`config.mk`:
```
export PLATFORM = sky130hd
export DESIGN_NAME = qwrw_front
export DESIGN_NICKNAME = d
export VERILOG_FILES = /design/src/rtl/qwrw_pkg.sv /design/src/rtl/qwrw_front.sv
export SDC_FILE = /design/constraint.sdc
export NUM_CORES = 1
export LEC_CHECK = 0
export ABC_AREA = 1
export ABC_CLOCK_PERIOD_IN_PS = 24200
export BUFFER_PORTS_ARGS = -buffer_cell sky130_fd_sc_hd__buf_2
export CAP_MARGIN = 20
export CORE_MARGIN = 2
export CORE_UTILIZATION = 35
export CTS_CLUSTER_SIZE = 28
export DETAILED_ROUTE_END_ITERATION = 8
export PLACE_DENSITY_LB_ADDON = 0.25
export SLEW_MARGIN = 10
export SYNTH_ARGS = -nofsm -noshare
export SYNTH_HDL_FRONTEND = slang
export SYNTH_SLANG_ARGS = --single-unit
```
`constraint.sdc`:
```
create_clock -name clock -period 24.2 [get_ports clock]
set_input_delay 3.63 -clock clock [delete_from_list [all_inputs] [get_ports clock]]
set_output_delay 3.63 -clock clock [all_outputs]
set_load 0.01 [all_outputs]
```
`src/rtl/qwrw_pkg.sv`:
```
// Package for the wrench rotate watchdog: field widths, queue entry and
// sequencer state types. No dependencies.
package qwrw_pkg;
   localparam int unsigned WideW = 32;
   localparam int unsigned QuatW = 16;
   localparam int unsigned CountW = 16;
   localparam logic [CountW-1:0] TimeoutReset = 16'd100;
   localparam logic [CountW-1:0] CountMax = 16'hFFFF;
   localparam int unsigned AccW = 72;

   typedef struct packed {
      logic                    timed_out;
      logic signed [QuatW-1:0] qx;
      logic signed [QuatW-1:0] qy;
      logic signed [QuatW-1:0] qz;
      logic signed [QuatW-1:0] qw;
      logic signed [WideW-1:0] f0;
      logic signed [WideW-1:0] f1;
      logic signed [WideW-1:0] f2;
      logic signed [WideW-1:0] t0;
      logic signed [WideW-1:0] t1;
      logic signed [WideW-1:0] t2;
   } job_type;

   typedef enum logic [2:0] {
      ST_IDLE, ST_PROD, ST_ENTRY, ST_MAC, ST_ROUND, ST_OUT
   } seq_type;
endpackage

```
`src/rtl/qwrw_front.sv`:
```
// Front end: accepts beats, keeps the stored wrench and silence counter,
// classifies ticks and pushes jobs into a two-entry queue. Uses qwrw_pkg.
module qwrw_front import qwrw_pkg::*; (
   input  logic                    clock,
   input  logic                    reset,
   input  logic                    csr_write_enable,
   input  logic [CountW-1:0]       csr_write_data,
   input  logic                    req_valid,
   output logic                    req_stall,
   input  logic                    req_opcode,
   input  logic signed [WideW-1:0] req_force_x,
   input  logic signed [WideW-1:0] req_force_y,
   input  logic signed [WideW-1:0] req_force_z,
   input  logic signed [WideW-1:0] req_torque_x,
   input  logic signed [WideW-1:0] req_torque_y,
   input  logic signed [WideW-1:0] req_torque_z,
   input  logic signed [QuatW-1:0] req_quat_x,
   input  logic signed [QuatW-1:0] req_quat_y,
   input  logic signed [QuatW-1:0] req_quat_z,
   input  logic signed [QuatW-1:0] req_quat_w,
   output logic                    job_valid,
   output job_type                 job_data,
   input  logic                    job_pop
);
   logic [CountW-1:0] timeout_ff;
   logic [CountW-1:0] count_ff, count_in;
   logic signed [WideW-1:0] bf_ff [3];
   logic signed [WideW-1:0] bt_ff [3];
   job_type q_ff [2];
   logic [1:0] fill_ff, fill_in;
   logic rd_ff, wr_ff;
   logic take, push;
   job_type job_in;

   assign req_stall = (fill_ff == 2'd2);
   assign take = req_valid && !req_stall;
   assign push = take && !req_opcode;
   assign count_in = (count_ff == CountMax) ? count_ff : count_ff + 1'b1;

   always_comb begin
      job_in.timed_out = count_in > timeout_ff;
      job_in.qx = req_quat_x;
      job_in.qy = req_quat_y;
      job_in.qz = req_quat_z;
      job_in.qw = req_quat_w;
      job_in.f0 = bf_ff[0];
      job_in.f1 = bf_ff[1];
      job_in.f2 = bf_ff[2];
      job_in.t0 = bt_ff[0];
      job_in.t1 = bt_ff[1];
      job_in.t2 = bt_ff[2];
   end

   always_comb begin
      fill_in = fill_ff;
      if (push && !job_pop) begin
         fill_in = fill_ff + 2'd1;
      end else if (!push && job_pop) begin
         fill_in = fill_ff - 2'd1;
      end
   end

   assign job_valid = (fill_ff != 2'd0);
   assign job_data = q_ff[rd_ff];

   always_ff @(posedge clock) begin
      if (reset) begin
         timeout_ff <= TimeoutReset;
         count_ff <= '0;
         fill_ff <= '0;
         rd_ff <= 1'b0;
         wr_ff <= 1'b0;
         for (int i = 0; i < 3; i++) begin
            bf_ff[i] <= '0;
            bt_ff[i] <= '0;
         end
      end else begin
         if (csr_write_enable) begin
            timeout_ff <= csr_write_data;
         end
         fill_ff <= fill_in;
         if (job_pop) begin
            rd_ff <= !rd_ff;
         end
         if (take && req_opcode) begin
            count_ff <= '0;
            bf_ff[0] <= req_force_x;
            bf_ff[1] <= req_force_y;
            bf_ff[2] <= req_force_z;
            bt_ff[0] <= req_torque_x;
            bt_ff[1] <= req_torque_y;
            bt_ff[2] <= req_torque_z;
         end else if (push) begin
            count_ff <= count_in;
         end
         if (push) begin
            wr_ff <= !wr_ff;
         end
      end
   end

   always_ff @(posedge clock) begin
      if (push) begin
         q_ff[wr_ff] <= job_in;
      end
   end

   assert property (@(posedge clock) disable iff (reset) fill_ff <= 2'd2)
      else $error("queue overfilled");
   assert property (@(posedge clock) disable iff (reset)
      job_pop |-> job_valid) else $error("pop from empty queue");
   assert property (@(posedge clock) disable iff (reset)
      (take && req_opcode) |=> count_ff == '0) else $error("count not cleared");
endmodule

```
Word-level counts from Yosys, hierarchy flattened. Memories as Yosys holds them, arrays and structs flattened. A register that Yosys moved wholly into a read port is not among the register bits. Cells that the tools add are included.

Flip-flop bits (word level): 36. Memory bits (writable): 706. Output and inout port bits: 259. Logic and storage cells: 52. Memories: 3.

Memories: q_ff (depth 2, width 257, rd ports 1, clocked after memory_dff 1, write ports 1, RTL line qwrw_front.sv:29) `job_type q_ff [2];`; bf_ff (depth 3, width 32, rd ports 3, clocked after memory_dff 0, write ports 3, RTL line qwrw_front.sv:27) `logic signed [WideW-1:0] bf_ff [3];`; bt_ff (depth 3, width 32, rd ports 3, clocked after memory_dff 0, write ports 3, RTL line qwrw_front.sv:28) `logic signed [WideW-1:0] bt_ff [3];`.

Add/subtract/negate cells: 3. Order comparisons: 1. Eq/ne operators: 2. Multiplexer cells: 18. Bitwise logic cells: 6. Reductions and logical operators: 14.

Operator list (count): two-way mux 32 bit (6); adder 16 x 1 -> 16 bit, second input constant (1); equality test 16 bit, second input constant (1); > comparator 16 bit (1); two-way mux 16 bit (1); two-way mux 1 bit (9); logical NOT 1 bit (6); OR 1 bit (6); logical AND 1 bit (5); two-way mux 2 bit (2); nonzero test 2 bit (2); adder 2 x 1 -> 2 bit, second input constant (1); equality test 2 bit, second input constant (1); OR reduction 2 bit (1); subtractor 2 x 1 -> 2 bit, second input constant (1).

Longest topological paths before layout.
Depth in word-level cells: 8. Gate-level depth with buffers: 17.

Worst setup path after synthesis. Ideal clock, no wire load.

Path kind: in2reg. Start: in req_valid. End: mem q_ff[1][0] (netlist bit), enable pin. Arrival time: 14724 ps. Required time: 23320 ps. Setup slack: 8596 ps. Stages: 5. Path buffers: 1. Path through: nand2_2 buf_6 nor2_8 inv_2 nor2_1.

Cells in the longest elaborated chain, start to end: 4.

Ends and longest elaborated chain: start, declared (RTL line qwrw_front.sv:8) `input logic req_valid,`; logical AND 1 bit (RTL line qwrw_front.sv:36) `assign take = req_valid && !req_stall;`; logical AND 1 bit (RTL line qwrw_front.sv:37) `assign push = take && !req_opcode;`; two-way mux 1 bit (RTL line qwrw_front.sv:103) `if (push) begin`; two-way mux 1 bit (not written as such) (RTL line qwrw_front.sv:104) `q_ff[wr_ff] <= job_in;`; end, declared (RTL line qwrw_front.sv:29).

Every way passes these cells.

==> results.yml <==
outcome:
  outcome: "complete, no violations"
yosys:
  synthesis.instances: 1744
  synth_top_family_by_area: "multiplexers"
  yosysWarningCount: 0
  netlist_area_um2: 28300
  primary_flip_flop_cell_chosen_by_synthesis_mapping: "sky130_fd_sc_hd__edfxtp_1"
  synth_adder_area_share: 0.00797
  post-synth-top-area-cell: "sky130_fd_sc_hd__edfxtp_1"
  synth.mux.area_fraction: 0.102
  synth_xor_xnor_area_share: 0.00279
  yosys.cell_count.top_type: "sky130_fd_sc_hd__edfxtp_1"
  cells_taking_the_most_area_after_synthesis: "sky130_fd_sc_hd__edfxtp_1, sky130_fd_sc_hd__mux2_2, sky130_fd_sc_hd__inv_1"
  synth_top_area_share: 0.750
  synth_commonest_cells: "sky130_fd_sc_hd__edfxtp_1, sky130_fd_sc_hd__mux2_2, sky130_fd_sc_hd__inv_1"
  synth-simple-area-share: 0.0486
  synth_sequential_area_ratio: 0.776
  synth_edf_count: 706
  mappedNetlistNets: 2040
  ys_async_sr_fraction: 0
  synth_compound_area_frac: 0.0130
  yosys_register_bits: 743
  synth.avg_cell_area_um2: 16.2
  post_synth_num_cell_types: 31
pwr:
  power_per_cell_area_nw_per_um2: 85.3
  power.total_uw: 2940
  power.ir.vdd_worst_uv: 49.3
  power_leakage_uw: 0.0139
global_routing:
  grt_max_degree: 139
  overflow: 0
  grt_pass1_vias: 15900
  overall_global_routing_resource_usage: 0.142
  initial_antenna_violation_count: 7
  global_route_wire_length_before_repair_um: 90400
timing:
  unrepaired_setup_endpoints_after_global_routing: "no"
  final.min_clock_period_ns: 6.66
  maxClockFrequency_mhz: 150
  timing_worst_slew_pin_value_ns: 1.07
  slew_headroom: 0.287
  totalNegativeSetupSlack_ns: 0
  final_slew_violations: 0
  post-route-period-util: 0.275
  finalHoldViolCount: 0
  final-setup-viol-count: 0
  fin_worst_skew_ns: 0.0307
route:
  drt_first_iter_violations: 707
  vias_per_cell: 4.46
  detail-route-antenna-nets: 0
  detail_route.wl_per_cell_um: 17.9
  via_count: 15300
  drt_drc_violations_left: 0
  first_pass_iters: 5
  routed_wl_um: 61600
placed_design:
  place_congestion: 0.778
  buffer_ports.inserted: 536
  hpwlAfterDp_um: 40100
floorplan:
  dieWidth_um: 288
  start_util: 0.352
  die_span_in_y_um: 288
  die_area_um2: 83100
  core_area_um2: 80300
  row_cnt: 104
  io_count: 537
final_layout:
  final_nets: 2613
  area.growth.synth_to_final_pct: 22.0
  filler_cell_count: 7274
  drive_gt1_frac: 0.396
critical_path:
  critical_path.cell_chain: "buf_4 > mux2_2 > buf_2"
  critPathRequiredTime_ns: 20.57
  worst_path_largest_cell_delay_ns: 0.86
  critPathCaptureType: "primary output"
  worst_path_max_delay_cell: "sky130_fd_sc_hd__dfxtp_4"
  cp_startpoint_kind: "flop"
  critical_path_arrival_ns: 3.03
  crit_path_max_fanout: 69
  cp_num_buf_inv: 2
  cell_family_with_the_largest_share_of_critical_path_delay: "buffers and inverters"
  path_class: "flop to primary output"
clock_network:
  clkLatencyLatePin_ns: 0.61
  cts-root-buf: "sky130_fd_sc_hd__clkbuf_16"
  number_of_clock_sinks: 743
  ctsLongestPathBuffers: 3
  postCtsHoldBufs: 0
  clk_transition_reported_paths_ns: 0.06
  clock_tree_from_tritoncts: "done"
  tritoncts_buffers: 78
  cts_setup_buffers: 0
  postCtsResizedCells: 0
  ctsHtreeMaxLevel: 3
hold_path:
  worstHoldPathType: "flop to flop"
job:
  max_cap_viols: 0
## sequential cells by signal, summed over array words and instances (netlist names), named ones only
name	count
bf_ff	96
bt_ff	96
count_ff	16
fill_ff	2
q_ff	514
rd_ff	1
timeout_ff	16
wr_ff	1
## logic make-up (layout without fill, tap and decap cells)
group	after synthesis	count (layout)
adder cells (fa/ha/maj)	18	18
AND/OR/NAND/NOR	333	333
other	0	5
XOR/XNOR	9	9
flip-flops	743	743
multiplexers	257	257
AO/OA/AOI/OAI	71	71
buffers and inverters	313	945
## per-layer routing
| layer | routed length [µm] | vias to the layer above | global-route usage |
|---|---|---|---|
| li1 | - | 7264 | - |
| met1 | 24800 | 7558 | 0.171 |
| met2 | 31300 | 400 | 0.247 |
| met3 | 3920 | 105 | 0.0378 |
| met4 | 1490 | 6 | 0.0468 |
| met5 | 39 | - | 0 |
## final timing paths
path / from / end / slack, ns / depth (start not counted)
worst max-delay path: flop / job_data[159] / 17.54 / 3
worst min-delay path: bt_ff[0][49] / q_ff[1][49] / 0.43 / 0
worst max register to register: fill_ff[0] / q_ff[0][48] / 20.20 / 8
worst min register to register: bt_ff[0][49] / q_ff[1][49] / 0.43 / 0
## where the power goes
group	internal, µW	switching, µW	leakage (µW)	total, µW
logic	107	156	0.00556	263
clock network	662	493	0.00119	1160
registers	1500	27.7	0.00710	1520
## cells in the final DEF, fill, tap and decap left out, types with 6 or more instances in the layout
master	count
sky130_fd_sc_hd__edfxtp_1	706
sky130_fd_sc_hd__buf_2	536
sky130_fd_sc_hd__mux2_2	257
sky130_fd_sc_hd__inv_1	248
sky130_fd_sc_hd__nor2_1	225
sky130_fd_sc_hd__clkbuf_16	78
sky130_fd_sc_hd__nand2_1	68
sky130_fd_sc_hd__a21oi_1	36
sky130_fd_sc_hd__dfxtp_1	36
sky130_fd_sc_hd__o21ai_0	26
sky130_fd_sc_hd__clkinv_1	20
sky130_fd_sc_hd__ha_1	18
sky130_fd_sc_hd__nand3_1	14
sky130_fd_sc_hd__clkbuf_1	14
sky130_fd_sc_hd__buf_4	14
sky130_fd_sc_hd__clkinv_2	10
sky130_fd_sc_hd__xor2_1	8
sky130_fd_sc_hd__inv_2	6
sky130_fd_sc_hd__nor2_2	6
sky130_fd_sc_hd__nand4_1	6
sky130_fd_sc_hd__bufinv_16	6
## cell type report
class                           count  area [µm²]  area share
Clock inverter                     47         469      0.0136
Antenna cell                        5        12.5    0.000363
Timing Repair Buffer              551        2810      0.0814
Multi-Input combinational cell    688        4970       0.144
Clock buffer                       92        2000      0.0581
Inverter                          255         960      0.0278
Sequential cell                   743       21900       0.636
Tap cell                         1060        1330      0.0384
## per-stage QoR
stage | setup WS, ns | utilization | hold slack [ns] | cells | instance area [µm²]
final | 17.54 | 0.430 | 0.433 | 3441 | 34500
after global routing | 17.35 | 0.430 | 0.450 | 3439 | 34500
after CTS | 17.46 | 0.429 | 0.438 | 3436 | 34500
after detailed placement | 16.93 | 0.399 | 0.429 | 3297 | 32000
after global placement | 17.04 | 0.399 | 0.422 | 3297 | 32000
after floorplan | 8.60 | - | 0.421 | 1744 | 28300
Power figures use the tool's default switching activity.
